$ cat src/sv/b64u_pkg.sv
// shared types, constants and the character table of the base64url stream encoder
`default_nettype none

package b64u_pkg;

  // width of the output limit register
  localparam int LIMIT_WIDTH = 24;
  // output limit after reset
  localparam logic [LIMIT_WIDTH-1:0] OUTPUT_LIMIT_RESET = 24'd16777212;
  // default width of the per-message character counter
  localparam int COUNT_WIDTH_DEFAULT = 24;
  // most results one byte can cause
  localparam int MAX_RESULTS = 4;
  // '=' pad character
  localparam logic [7:0] PAD_CODE = 8'd61;
  // code sent with the overflow result
  localparam logic [7:0] OVERFLOW_CODE = 8'd0;

  // one result as it leaves the block
  typedef struct packed {
    logic [7:0] code;
    logic       last;
    logic       ovf;
  } result_t;

  // all results of one byte, entry 0 first
  typedef struct packed {
    result_t [MAX_RESULTS-1:0] ent;
    logic [2:0]                num;
  } res_group_t;

  // url-safe alphabet: A-Z a-z 0-9 - _
  function automatic logic [7:0] char_of(input logic [5:0] v);
    logic [7:0] code;
    if (v < 6'd26) begin
      code = 8'(8'd65 + {2'b00, v});
    end else if (v < 6'd52) begin
      code = 8'(8'd71 + {2'b00, v});
    end else if (v < 6'd62) begin
      code = 8'({2'b00, v} - 8'd4);
    end else if (v == 6'd62) begin
      code = 8'd45;
    end else begin
      code = 8'd95;
    end
    return code;
  endfunction

endpackage

`default_nettype wire

$ cat src/sv/b64u_step.sv
// combinational encode step: one byte plus message state gives a result group and next state
`default_nettype none

module b64u_step #(
  parameter int COUNT_WIDTH = b64u_pkg::COUNT_WIDTH_DEFAULT
) (
  input  wire logic [7:0]                         data_byte,
  input  wire logic                               final_byte,
  input  wire logic [b64u_pkg::LIMIT_WIDTH-1:0]   output_limit,
  input  wire logic [3:0]                         acc,
  input  wire logic [2:0]                         pend,
  input  wire logic [COUNT_WIDTH-1:0]             count,
  input  wire logic                               discarding,
  output b64u_pkg::res_group_t                    grp,
  output logic [3:0]                              acc_next,
  output logic [2:0]                              pend_next,
  output logic [COUNT_WIDTH-1:0]                  count_next,
  output logic                                    discarding_next
);
  import b64u_pkg::*;

  localparam int LW = (COUNT_WIDTH > LIMIT_WIDTH) ? COUNT_WIDTH : LIMIT_WIDTH;
  // largest multiple of four the counter can hold
  localparam logic [LW-1:0] CAP = LW'(((64'd1 << COUNT_WIDTH) - 64'd1) & ~64'd3);

  logic [LW-1:0]          lim_w;
  logic [COUNT_WIDTH-1:0] lim;
  logic [11:0]            w;
  logic [5:0]             c0;
  logic [5:0]             c1;
  logic                   two;
  logic [3:0]             racc;
  logic [2:0]             rpend;
  logic                   ge0;
  logic                   ge1;
  logic                   ovf0;
  logic                   ovf1;
  logic                   ovf;
  logic [1:0]             nchar;
  logic [COUNT_WIDTH-1:0] cnt_after;
  logic [1:0]             pad_need;
  logic [1:0]             pad_room;
  logic [1:0]             npad;
  logic [2:0]             num;
  logic                   close_msg;

  // effective limit: low two bits cleared, capped to the counter range
  assign lim_w = LW'({output_limit[LIMIT_WIDTH-1:2], 2'b00});
  assign lim   = COUNT_WIDTH'((lim_w < CAP) ? lim_w : CAP);

  assign w = {acc, data_byte};

  // character groups for each number of bits held over
  always_comb begin
    case (pend)
      3'd2: begin
        c0    = w[9:4];
        c1    = {w[3:0], 2'b00};
        two   = final_byte;
        racc  = w[3:0];
        rpend = 3'd4;
      end
      3'd4: begin
        c0    = w[11:6];
        c1    = w[5:0];
        two   = 1'b1;
        racc  = w[3:0];
        rpend = 3'd0;
      end
      default: begin
        c0    = w[7:2];
        c1    = {w[1:0], 4'b0000};
        two   = final_byte;
        racc  = {2'b00, w[1:0]};
        rpend = 3'd2;
      end
    endcase
  end

  // limit check before each character
  assign ge0  = count >= lim;
  assign ge1  = ({1'b0, count} + 1'b1) >= {1'b0, lim};
  assign ovf0 = ge0;
  assign ovf1 = !ge0 && two && ge1;
  assign ovf  = ovf0 || ovf1;

  always_comb begin
    if (ovf0) begin
      nchar = 2'd0;
    end else if (ovf1) begin
      nchar = 2'd1;
    end else begin
      nchar = two ? 2'd2 : 2'd1;
    end
  end

  // pad with '=' up to a multiple of four, at most four results in all
  assign cnt_after = count + COUNT_WIDTH'(nchar);
  assign pad_need  = 2'(2'd0 - cnt_after[1:0]);
  assign pad_room  = 2'(3'd4 - {1'b0, nchar});
  assign npad      = (final_byte && !ovf) ?
                     ((pad_need < pad_room) ? pad_need : pad_room) : 2'd0;
  assign num       = discarding ? 3'd0 :
                     ovf ? 3'({1'b0, nchar} + 3'd1) :
                     3'({1'b0, nchar} + {1'b0, npad});

  // build the result group
  always_comb begin
    grp.num = num;
    for (int i = 0; i < MAX_RESULTS; i++) begin
      if (i < int'(nchar)) begin
        grp.ent[i].code = char_of((i == 0) ? c0 : c1);
        grp.ent[i].ovf  = 1'b0;
      end else if (ovf) begin
        grp.ent[i].code = OVERFLOW_CODE;
        grp.ent[i].ovf  = 1'b1;
      end else begin
        grp.ent[i].code = PAD_CODE;
        grp.ent[i].ovf  = 1'b0;
      end
      grp.ent[i].last = (i == int'(num) - 1) && (final_byte || ovf);
    end
  end

  // next message state
  assign close_msg = discarding ? final_byte : (final_byte || ovf);
  always_comb begin
    acc_next        = acc;
    pend_next       = pend;
    count_next      = count;
    discarding_next = discarding;
    if (close_msg) begin
      acc_next        = '0;
      pend_next       = '0;
      count_next      = '0;
      discarding_next = !discarding && ovf && !final_byte;
    end else if (!discarding) begin
      acc_next   = racc;
      pend_next  = rpend;
      count_next = cnt_after;
    end
  end

endmodule

`default_nettype wire

$ cat src/sv/b64u_out_reg.sv
// result register: holds one byte's result group and hands it out one transfer per cycle while m_tready is high
`default_nettype none

module b64u_out_reg (
  input  wire logic                 clk,
  input  wire logic                 rst,
  input  wire b64u_pkg::res_group_t grp,
  input  wire logic                 load,
  output logic                      can_load,
  output logic                      m_tvalid,
  input  wire logic                 m_tready,
  output logic [7:0]                m_tdata,  // char_code[7:0]
  output logic                      m_tlast,  // last_char
  output logic [0:0]                m_tuser   // overflow
);
  import b64u_pkg::*;

  result_t [MAX_RESULTS-1:0] ent;
  logic [2:0]                remain;
  logic [1:0]                idx;
  logic                      take;

  assign m_tvalid = remain != 3'd0;
  assign take     = m_tvalid && m_tready;
  assign can_load = (remain == 3'd0) || (remain == 3'd1 && take);

  assign m_tdata    = ent[idx].code;
  assign m_tlast    = ent[idx].last;
  assign m_tuser[0] = ent[idx].ovf;

  // group count and read pointer
  always_ff @(posedge clk) begin
    if (rst) begin
      remain <= '0;
      idx    <= '0;
    end else if (load) begin
      remain <= grp.num;
      idx    <= '0;
    end else if (take) begin
      remain <= remain - 3'd1;
      idx    <= idx + 2'd1;
    end
  end

  // group payload
  always_ff @(posedge clk) begin
    if (load) begin
      ent <= grp.ent;
    end
  end

endmodule

`default_nettype wire

$ cat src/sv/base64url_stream_encoder_top.sv
// top level of the base64url stream encoder: limit register, input register, message state and result register
`default_nettype none

// Encodes a byte stream into URL-safe base64 (A-Z a-z 0-9 - _), tlast marking
// the final byte of a message; the characters of a message are followed by '='
// pads up to a multiple of four, and the last result of the message (the last
// pad where there is one) carries tlast. If a character would pass
// output_limit (low two bits ignored) one result with code 0 and tuser set closes
// the message and the rest of its input is dropped. A byte is taken into the
// input register and encoded from there; its result group is loaded into the
// result register once that register can take it, and its results then leave
// one per cycle while m_tready is high (one or two, up to four at message end,
// none for a dropped byte), while the next byte waits in the input register.
module base64url_stream_encoder_top #(
  parameter int COUNT_WIDTH = b64u_pkg::COUNT_WIDTH_DEFAULT
) (
  input  wire logic                               clk,
  input  wire logic                               rst,
  input  wire logic                               cfg_wr_en,
  input  wire logic [b64u_pkg::LIMIT_WIDTH-1:0]   cfg_wr_data,  // output_limit
  input  wire logic                               s_tvalid,
  output logic                                    s_tready,
  input  wire logic [7:0]                         s_tdata,      // data_byte[7:0]
  input  wire logic                               s_tlast,      // final_byte
  output logic                                    m_tvalid,
  input  wire logic                               m_tready,
  output logic [7:0]                              m_tdata,      // char_code[7:0]
  output logic                                    m_tlast,      // last_char
  output logic [0:0]                              m_tuser       // overflow
);
  import b64u_pkg::*;

  logic [LIMIT_WIDTH-1:0] output_limit;
  logic                   in_valid;
  logic [7:0]             in_byte;
  logic                   in_fin;
  logic [3:0]             acc;
  logic [3:0]             acc_next;
  logic [2:0]             pend;
  logic [2:0]             pend_next;
  logic [COUNT_WIDTH-1:0] count;
  logic [COUNT_WIDTH-1:0] count_next;
  logic                   discarding;
  logic                   discarding_next;
  res_group_t             grp;
  logic                   can_load;
  logic                   advance;

  assign advance  = in_valid && can_load;
  assign s_tready = !in_valid || can_load;

  // limit register
  always_ff @(posedge clk) begin
    if (rst) begin
      output_limit <= OUTPUT_LIMIT_RESET;
    end else if (cfg_wr_en) begin
      output_limit <= cfg_wr_data;
    end
  end

  // input register
  always_ff @(posedge clk) begin
    if (rst) begin
      in_valid <= 1'b0;
    end else if (s_tvalid && s_tready) begin
      in_valid <= 1'b1;
    end else if (advance) begin
      in_valid <= 1'b0;
    end
  end

  always_ff @(posedge clk) begin
    if (s_tvalid && s_tready) begin
      in_byte <= s_tdata;
      in_fin  <= s_tlast;
    end
  end

  // message state
  always_ff @(posedge clk) begin
    if (rst) begin
      acc        <= '0;
      pend       <= '0;
      count      <= '0;
      discarding <= 1'b0;
    end else if (advance) begin
      acc        <= acc_next;
      pend       <= pend_next;
      count      <= count_next;
      discarding <= discarding_next;
    end
  end

  b64u_step #(
    .COUNT_WIDTH (COUNT_WIDTH)
  ) u_step (
    .data_byte       (in_byte),
    .final_byte      (in_fin),
    .output_limit    (output_limit),
    .acc             (acc),
    .pend            (pend),
    .count           (count),
    .discarding      (discarding),
    .grp             (grp),
    .acc_next        (acc_next),
    .pend_next       (pend_next),
    .count_next      (count_next),
    .discarding_next (discarding_next)
  );

  b64u_out_reg u_out (
    .clk      (clk),
    .rst      (rst),
    .grp      (grp),
    .load     (advance),
    .can_load (can_load),
    .m_tvalid (m_tvalid),
    .m_tready (m_tready),
    .m_tdata  (m_tdata),
    .m_tlast  (m_tlast),
    .m_tuser  (m_tuser)
  );

endmodule

`default_nettype wire
$ cat config.mk
export PLATFORM = sky130hd
export DESIGN_NAME = base64url_stream_encoder_top
export DESIGN_NICKNAME = d
export VERILOG_FILES = /design/src/sv/b64u_pkg.sv /design/src/sv/b64u_step.sv /design/src/sv/b64u_out_reg.sv /design/src/sv/base64url_stream_encoder_top.sv
export SDC_FILE = /design/constraint.sdc
export NUM_CORES = 1
export LEC_CHECK = 0
export ABC_CLOCK_PERIOD_IN_PS = 6100
export BUFFER_PORTS_ARGS = -buffer_cell sky130_fd_sc_hd__buf_4
export CAP_MARGIN = 20
export CORE_UTILIZATION = 40
export CTS_BUF_LIST = sky130_fd_sc_hd__clkbuf_4
export CTS_CLUSTER_DIAMETER = 50
export DETAILED_ROUTE_END_ITERATION = 16
export PLACE_DENSITY_LB_ADDON = 0.05
export SYNTH_ARGS = -nofsm -noshare
export SYNTH_HDL_FRONTEND = slang
export SYNTH_SLANG_ARGS = --single-unit
$ cat constraint.sdc
create_clock -name clk -period 6.1 [get_ports clk]
set_clock_uncertainty 0.15 [all_clocks]
set_input_delay 0.305 -clock clk [delete_from_list [all_inputs] [get_ports clk]]
set_output_delay 0.305 -clock clk [all_outputs]
set_load 0.02 [all_outputs]
=== Yosys cells after proc, flatten, opt, wreduce, memory -nomap -nowiden ===
Cells that the tools add are included.

* Register bits: 111
* Word-level logic and storage cells: 130

* Add/subtract/negate cells: 15
* Magnitude comparators: 14
* Equality and inequality tests: 9
* Mux-type cells: 39
* Reductions and logical operators: 31

{| class="wikitable"
|+ Operators with widths
! operator !! number
|-
| $mux W24 || 3
|-
| $mux W8 || 9
|-
| $eq A3 B32 Y1 const A || 2
|-
| $add A7 B6 Y8 const A || 4
|-
| $eq A2 B32 Y1 const A || 1
|-
| $logic_not A32 Y1 || 1
|-
| $add A24 B1 Y25 const B || 1
|-
| $ge A25 B24 Y1 || 1
|-
| $add A24 B2 Y24 || 1
|-
| $ge A24 B24 Y1 || 1
|-
| $lt A24 B24 Y1 const B || 1
|-
| $lt A6 B6 Y1 const B || 4
|-
| $pmux W6 S2 || 2
|-
| $bmux W10 S2 || 1
|-
| $mux W3 || 6
|-
| $mux W7 || 2
|-
| $sub A6 B3 Y7 const B || 2
|-
| $logic_and A1 B1 Y1 || 13
|-
| $eq A6 B6 Y1 const B || 2
|-
| $lt A6 B5 Y1 const B || 2
|-
| $mux W4 || 3
|-
| $mux W10 || 1
|-
| $mux W2 || 5
|-
| $mux W6 || 1
|-
| other kinds (23) || 39
|}

=== Longest topological paths before layout ===
Gate-level depths: netlist of the first run.

* Depth after elaboration: 19
* Mapped depth: 29
* Mapped depth without buffers: 26

=== Hierarchy ===
Synthesis of the first run repeated with hierarchy kept, for this count alone.

* Cells, all modules: 902
* Area, all modules: 8309.2 µm²

{| class="wikitable"
|+ By module, submodules not included
! module !! instances !! cells each !! area an instance (µm²)
|-
| b64u_step || 1 || 573 || 3937.5
|-
| base64url_stream_encoder_top || 1 || 240 || 2635.0
|-
| b64u_out_reg || 1 || 89 || 1736.7
|}

=== Least setup slack after synthesis of the first run ===
No wires, ideal clock.

* Path type: reg-to-reg
* From: register count[13]
* To: register u_out.ent[1] (netlist name), data pin
* Library setup time: 263 ps
* Arrival time: 5155 ps
* Data required time: 5687 ps
* Setup slack: 533 ps
* Cell stages (with the launch flop): 27
* Buffers on the path: 1
* Path through: dfxtp_1 buf_2 nand3_1 nor3_1 nand2_1 nor2_1 nand2_1 xnor2_1 ha_1 nand3_1 nor4_1 o2111ai_2 nand4_4 nor3_1 nor2_1 ha_1 fa_1 xor2_1 ha_1 nor2_1 nor2_1 nor3_1 o21ai_0 ha_1 fa_1 nand3b_1 a21oi_1

{| class="wikitable"
|+ RTL lines
! element !! RTL line !! text
|-
| from (decl) || base64url_stream_encoder_top.sv:41 || <nowiki>logic [COUNT_WIDTH-1:0] count;</nowiki>
|-
| from (signal assigned) || base64url_stream_encoder_top.sv:89 || <nowiki>count <= count_next;</nowiki>
|-
| to (signal assigned) || b64u_out_reg.sv:48 || <nowiki>ent <= grp.ent;</nowiki>
|-
| to (decl) || b64u_out_reg.sv:18 || <nowiki>result_t [MAX_RESULTS-1:0] ent;</nowiki>
|}

==> metrics.txt, run 1 <==
slowest CP cell=fa_2; Final Util=48.3%; DRC Markers=0; number of enable flip-flop cells after synthesis=42; Cell Int Power=0.00120 W; GRT busiest layer=met2; Critical Path End=u_out.ent[1]; Post-Synthesis Cell Area=0.00687 sq mm; GRT met2 Usage=33.6%; Syn Area/Cell=9.23 sq um; FF-to-FF path depth=23; Rows=47; DR vias/cell=5.40; relative slew slack=48.4%; Buf/Inv on CP=1; Hold WC Path Type=in2reg; Switching Fraction=38.8%; WL/cell=16.5 microns; num ports=50; fin area=0.00807 sq mm; Max Freq=175 MHz; largest net degree at the start of global routing=44; Worst-Margin Slew=0.768 ns; FILL cells=1616; crit path DAT=5.82 ns; CP peak stage delay=0.61 ns; CP Max Fanout=6; CTS HTree Levels=3; Warnings, synthesis=0; die width=133 microns; hold_sp=cfg_wr_en; Final setup violation count=0; DRT iter0 DRCs=304; Post-DP HPWL=13.3 mm; Slew Viols, Final=0; via count=5741; P_sw=0.000761 W; CTS Sinks=101; Max VDD drop=0.000160 V; die height=133 microns; CP startpoint kind=register; Top FF cell, synth=dfxtp_1; initial antenna violation count=1; synth unique cells=73; sequential-to-total area share from yosys stat=35.5%; met1 usage=28.3%; FF-to-FF End=u_out.ent[1]; combinational power share=38.9%; post-route setup slack=0.401 ns; core area=0.0167 sq mm; Worst Setup SP=count[9]; CP Data Required Time=6.22 ns; global-route usage over all layers=20.8%; fraction of registers with async set/reset=0%; starting density of the core=41.2%; Leakage=3.28 nW; Initial DRT Pass Iterations=5; DP Area=0.00755 sq mm; cell depth of the worst setup path=23; fraction of layout cells with a size suffix above 1=18.5%; Worst path top cell family by delay=adder cells; M3 GR Usage=3.61%; vias in the first global route=5583; total global routing overflow=0; WL final=17.5 mm; IO Port Bufs=47; total chip power=0.00196 W; final hold vios=0; Place WS=0.0806 ns; Crit Path Class=reg2reg; #FFs+latches synth=101; Sequential cell area=0.00245 sq mm; outcome=finished, final reports clean; Clock Latency Late Sink=0.50 ns; Die Area=0.0177 sq mm; crit end category=register; CTS root buffer=clkbuf_4; RR Startpoint=count[9]; P per Cell Area=243 mW/mm^2; final cycle utilization of the critical path=93.4%; CTS tree=built; Reg2Reg Setup Slack=0.40 ns; Min Clock Period, post-route=5.70 ns; share of total power in sequential cells=44.0%; area of the multi-input gates=0.00405 sq mm; CTS Buf Count=9; cells along the critical path=and3_1 -> and3_4 -> nand2_1 -> nor2_1 -> nand2_1 -> xnor2_1 -> ha_1 -> a21o_1 -> a21oi_1 -> nand4_4 -> buf_4 -> nor4_4 -> fa_1 -> xor2_1 -> ha_1 -> nor2_1 -> nor2_1 -> nor3_1 -> o21ai_0 -> ha_1 -> fa_2 -> nand3b_1 -> a21oi_1; # nets final=941; synthesis-to-layout area growth=17.3%; clock group share of total power=17.2%; clk buf depth=2; DRT antenna net count=0; Routability Congestion=0.834; max cap viols=0; Cells after Synth=745; final hold slack=0.112 ns; first-pass GRT wire length=28.8 mm; Clk pin slew, worst setup/hold paths=0.17 ns
-- layout make-up --
| type | count | share of cell area, % |
|---|---|---|
| Antenna cell | 1 | 0.0310 |
| Clock buffer | 9 | 0.838 |
| Clock inverter | 7 | 0.729 |
| Inverter | 63 | 2.96 |
| Multi-Input combinational cell | 549 | 50.1 |
| Sequential cell | 101 | 30.3 |
| Tap cell | 220 | 3.41 |
| Timing Repair Buffer | 113 | 11.5 |
-- worst register-to-register path, stage by stage (launching register included) --
cell	delay, ns
dfxtp_2	0.42
and3_1	0.23
and3_4	0.24
nand2_1	0.12
nor2_1	0.18
nand2_1	0.09
xnor2_1	0.14
ha_1	0.32
a21o_1	0.16
a21oi_1	0.31
nand4_4	0.14
buf_4	0.18
nor4_4	0.39
fa_1	0.51
xor2_1	0.22
ha_1	0.26
nor2_1	0.13
nor2_1	0.05
nor3_1	0.15
o21ai_0	0.12
ha_1	0.21
fa_2	0.61
nand3b_1	0.12
a21oi_1	0.04
-- cells in the mapped netlist (all sizes together) (2+ instances only) --
cell	n	area share, %
xnor2	31	3.9
a311oi	2	0.25
or3	7	0.64
and4	5	0.67
a21oi	59	5.4
nand4	16	2.1
a31oi	3	0.27
a211oi	9	0.98
and3	4	0.44
nor2	50	2.7
o211ai	26	3.0
o31ai	11	1.2
a31o	4	0.51
xor2	19	2.4
nor3	20	1.5
o21ai	31	2.4
fa	2	0.58
nor2b	4	0.36
a2111oi	4	0.78
inv	61	3.4
o21a	4	0.44
a221o	5	0.73
or2	3	0.27
o22ai	2	0.18
and2	4	0.36
clkinv	2	0.11
clkbuf	18	0.98
a21o	6	0.66
mux2i	4	0.58
edfxtp	42	18
nand3b	2	0.22
mux4	7	2.3
buf	16	1.6
dfxtp	59	17
nand2	86	4.7
nand2b	2	0.18
nand3	23	1.7
nor4	3	0.49
or4	2	0.22
ha	64	12
a22oi	6	0.66
-- registers in the layout, indices dropped and copies added (netlist names), 2 cells and up --
register,flops
u_out.idx,2
count,24
pend,2
u_out.remain,3
in_byte,8
acc,4
u_out.ent,33
output_limit,22
-- metrics by stage --
stage	cells	setup TNS (ns)
global route	1063	-0.0116
floorplan	747	0
CTS	1058	0
global placement	1009	0
detailed placement	1009	0
finish	1063	0
-- cell families after synthesis --
kind of cell | count (synthesis) | synth area share [%]
multiplexers | 11 | 2.88
AND/OR/NAND/NOR | 233 | 16.9
XOR/XNOR | 50 | 6.37
buffers and inverters | 97 | 6.06
AO/OA/AOI/OAI | 186 | 20.0
adder cells (fa/ha/maj) | 66 | 12.2
flip-flops | 101 | 35.5
other | 1 | 0.0546
-- metal layers --
metal,part of all wire [%],vias up
li1,-,2870
met1,48,2742
met2,46,114
met3,4.1,15
met4,1.6,0
met5,0,-
-- worst min-delay path by stage --
stage                            endpoint  slack, ns  cells after the start
after floorplan                in_byte[0]       0.25                      0
after CTS                 output_limit[6]       0.08                      3
after global placement             acc[3]       0.30                      2
final                     output_limit[7]       0.11                      3
after global routing      output_limit[6]       0.12                      3
after detailed placement           acc[2]       0.31                      2
-- power groups by stage --
stage / logic (W) / registers (W) / clock network (W)
global placement: 0.000727 / 0.000878 / 0
detailed placement: 0.000736 / 0.000881 / 0
finish: 0.000763 / 0.000863 / 0.000337
CTS: 0.000758 / 0.000866 / 0.000353
floorplan: 0.000532 / 0.000850 / 0
global route: 0.000844 / 0.000876 / 0.000376
-- timing repair --
| action | CTS | global route |
|---|---|---|
| hold endpoints to repair | 38 | 0 |
| setup endpoints to repair | 0 | 7 |
| hold buffers | 33 | 0 |
| buffers inserted | 0 | 4 |
| gates resized for setup | 0 | 10 |
-- placed cells by master, fill, tap and decap left out, types with 5 or more instances in the layout --
| cell | count |
|---|---|
| a21oi_1 | 38 |
| mux4_2 | 7 |
| o31ai_1 | 11 |
| nor3_1 | 19 |
| inv_1 | 60 |
| nand3_1 | 22 |
| xor2_1 | 19 |
| o21ai_1 | 8 |
| buf_4 | 80 |
| o211ai_1 | 25 |
| xnor2_1 | 31 |
| edfxtp_1 | 42 |
| a21oi_2 | 21 |
| nand4_1 | 12 |
| clkbuf_4 | 9 |
| nand2_1 | 86 |
| a211oi_1 | 9 |
| a221o_1 | 5 |
| or3_1 | 7 |
| nor2_1 | 49 |
| o21ai_0 | 22 |
| a22oi_1 | 6 |
| a21o_1 | 6 |
| ha_1 | 63 |
| dlygate4sd3_1 | 33 |
| dfxtp_1 | 55 |
Note: power is estimated with default switching activity, not from simulation.
==> inputs of run 2 (changes only) <==
--- a/config.mk
+++ b/config.mk
@@ -13,6 +13,7 @@
 export CTS_CLUSTER_DIAMETER = 50
 export DETAILED_ROUTE_END_ITERATION = 16
 export PLACE_DENSITY_LB_ADDON = 0.05
+export REMOVE_ABC_BUFFERS = 1
 export SYNTH_ARGS = -nofsm -noshare
 export SYNTH_HDL_FRONTEND = slang
 export SYNTH_SLANG_ARGS = --single-unit
==> metrics.txt, run 2 (synthesis results as in run 1) <==
Max VDD drop=0.000153 V (was 0.000160 V); crit end category=register (unchanged); total global routing overflow=0 (unchanged); DRT antenna net count=0 (unchanged); CP Data Required Time=6.21 ns (was 6.22 ns); Clk pin slew, worst setup/hold paths=0.15 ns (was 0.17 ns); first-pass GRT wire length=28.5 mm (was 28.8 mm); global-route usage over all layers=20.4% (was 20.8%); M3 GR Usage=3.65% (was 3.61%); CP startpoint kind=register (unchanged); GRT met2 Usage=32.9% (was 33.6%); final hold slack=0.117 ns (was 0.112 ns); GRT busiest layer=met2 (unchanged); Top reg by flops=u_out.ent (unchanged); die width=133 microns (unchanged); CTS Buf Count=9 (unchanged); area of the multi-input gates=0.00405 sq mm (about the same); met1 usage=28.5% (was 28.3%); Initial DRT Pass Iterations=4 (was 5); Worst-Margin Slew=0.918 ns (was 0.768 ns); final hold vios=0 (unchanged); CTS Sinks=101 (unchanged); largest net degree at the start of global routing=44 (unchanged); share of total power in sequential cells=43.4% (was 44.0%); synthesis-to-layout area growth=17.3% (unchanged); Switching Fraction=37.2% (was 38.8%); top flop regs=u_out.ent (33), count (24), output_limit (22) (unchanged); clock group share of total power=18.4% (was 17.2%); Final setup violation count=0 (unchanged); CP Max Fanout=6 (unchanged); core area=0.0167 sq mm (unchanged); max cap viols=0 (unchanged); CTS HTree Levels=3 (unchanged); CTS root buffer=clkbuf_4 (unchanged); die height=133 microns (unchanged); Hold WC Path Type=in2reg (unchanged); Cell Int Power=0.00125 W (was 0.00120 W); Max Freq=176 MHz (was 175 MHz); num ports=50 (unchanged); fin area=0.00807 sq mm (unchanged); via count=5691 (was 5741); FILL cells=1660 (was 1616); initial antenna violation count=1 (unchanged); max reg flops=33 (unchanged); Sequential cell area=0.00245 sq mm (about the same); Clock Latency Late Sink=0.49 ns (was 0.50 ns); fraction of layout cells with a size suffix above 1=18.3% (was 18.5%); Leakage=3.30 nW (was 3.28 nW); DRC Markers=0 (unchanged); P per Cell Area=246 mW/mm^2 (was 243 mW/mm^2); # nets final=939 (was 941); WL final=17.3 mm (was 17.5 mm); IO Port Bufs=47 (unchanged); crit path DAT=5.78 ns (was 5.82 ns); DR vias/cell=5.36 (was 5.40); Min Clock Period, post-route=5.67 ns (was 5.70 ns); CTS tree=built (unchanged); commonest non-fill, non-tap cell in the layout=nand2_1 (unchanged); clk buf depth=2 (unchanged); setup total negative slack=0 ns (unchanged); Crit Path Class=reg2reg (unchanged); Die Area=0.0177 sq mm (unchanged); DP Area=0.00754 sq mm (was 0.00755 sq mm); P_sw=0.000738 W (was 0.000761 W); Routability Congestion=0.843 (was 0.834); WL/cell=16.3 microns (was 16.5 microns); commonest non-fill, non-tap cells in the layout=nand2_1 (86), buf_4 (77), ha_1 (64) (was nand2_1 (86), buf_4 (80), ha_1 (63)); combinational power share=38.2% (was 38.9%); RSZ-0062 raised after global routing=no; vias in the first global route=5667 (was 5583); Slew Viols, Final=0 (unchanged); final cycle utilization of the critical path=93.0% (was 93.4%); relative slew slack=38.3% (was 48.4%); starting density of the core=41.2% (unchanged); outcome=finished, final reports clean (unchanged); Rows=47 (unchanged); DRT iter0 DRCs=276 (was 304); Post-DP HPWL=13.0 mm (was 13.3 mm)
[run 2: changes by cell type in the layout (fill, tap and decap cells not counted), sizes merged]
cell / before / now
clkinvlp: 4 / 0
buf: 80 / 78
clkbuf: 9 / 11
bufinv: 0 / 1
inv: 63 / 64
[run 2: worst paths after layout]
| kind | endpoint | cells after the start | startpoint | slack (ns) |
|---|---|---|---|---|
| min | output_limit[9] | 3 | cfg_wr_en | 0.12 |
| min reg2reg | pend[2] | 2 | pend[2] | 0.35 |
| max reg2reg | u_out.ent[1] | 25 | count[14] | 0.43 |
| max | u_out.ent[1] | 25 | count[14] | 0.43 |
[run 2: area by class of cell]
type / instances / share of cell area, %
clock buffer: 11 / 1.02
multi-input combinational: 549 / 50.2
tap: 220 / 3.41
antenna: 1 / 0.0310
inverter: 63 / 2.96
timing repair buffer: 111 / 11.3
clock inverter: 5 / 0.636
sequential: 101 / 30.4
[run 2: repair_timing]
item / 4_1_cts / 5_1_grt
hold endpoints to repair: 38 / 0
endpoints found under the setup margin: 0 / 6
setup buffers: 0 / 1
hold buffers: 33 / 0
resized for setup: 0 / 13
[run 2: layer usage]
| metal | wire, microns | vias up |
|---|---|---|
| met4 | 176 | 0 |
| met1 | 8750 | 2719 |
| li1 | - | 2862 |
| met5 | 0 | - |
| met2 | 7820 | 97 |
| met3 | 577 | 13 |
[run 2: per-stage QoR]
stage / util [%] / total power [W] / setup WS (ns) / std cells
4_1_cts: 47.9 / 0.00201 / 0.131 / 1057
3_5_place_dp: 45.2 / 0.00162 / 0.159 / 1008
2_1_floorplan: - / 0.00137 / 0.508 / 713
5_1_grt: 48.3 / 0.00212 / 0.000870 / 1061
6_report: 48.3 / 0.00198 / 0.428 / 1061
3_3_place_gp: 45.2 / 0.00160 / 0.313 / 1008
[run 2: worst max-delay path: stages (launching register included)]
cell,delay [ns]
dfxtp_2,0.43
nand3_1,0.21
nor3_2,0.26
buf_4,0.17
nand4_1,0.11
nor2_1,0.14
xor2_1,0.08
ha_1,0.31
nand3_1,0.14
nor4_2,0.29
o2111ai_2,0.19
nand4_4,0.12
nor3_1,0.05
nor2_1,0.16
ha_1,0.22
fa_1,0.45
xor2_1,0.23
ha_1,0.27
nor2_1,0.13
nor2_1,0.05
nor3_1,0.16
o21ai_0,0.13
ha_1,0.20
fa_2,0.60
nand3b_1,0.12
a21oi_1,0.05
[run 2: power by group through the flow]
stage | Clock (W) | Combinational [W] | Sequential (W)
detailed placement | 0 | 0.000739 | 0.000880
global route | 0.000407 | 0.000842 | 0.000873
CTS | 0.000383 | 0.000758 | 0.000864
floorplan | 0 | 0.000504 | 0.000862
global placement | 0 | 0.000727 | 0.000876
finish | 0.000365 | 0.000758 | 0.000862
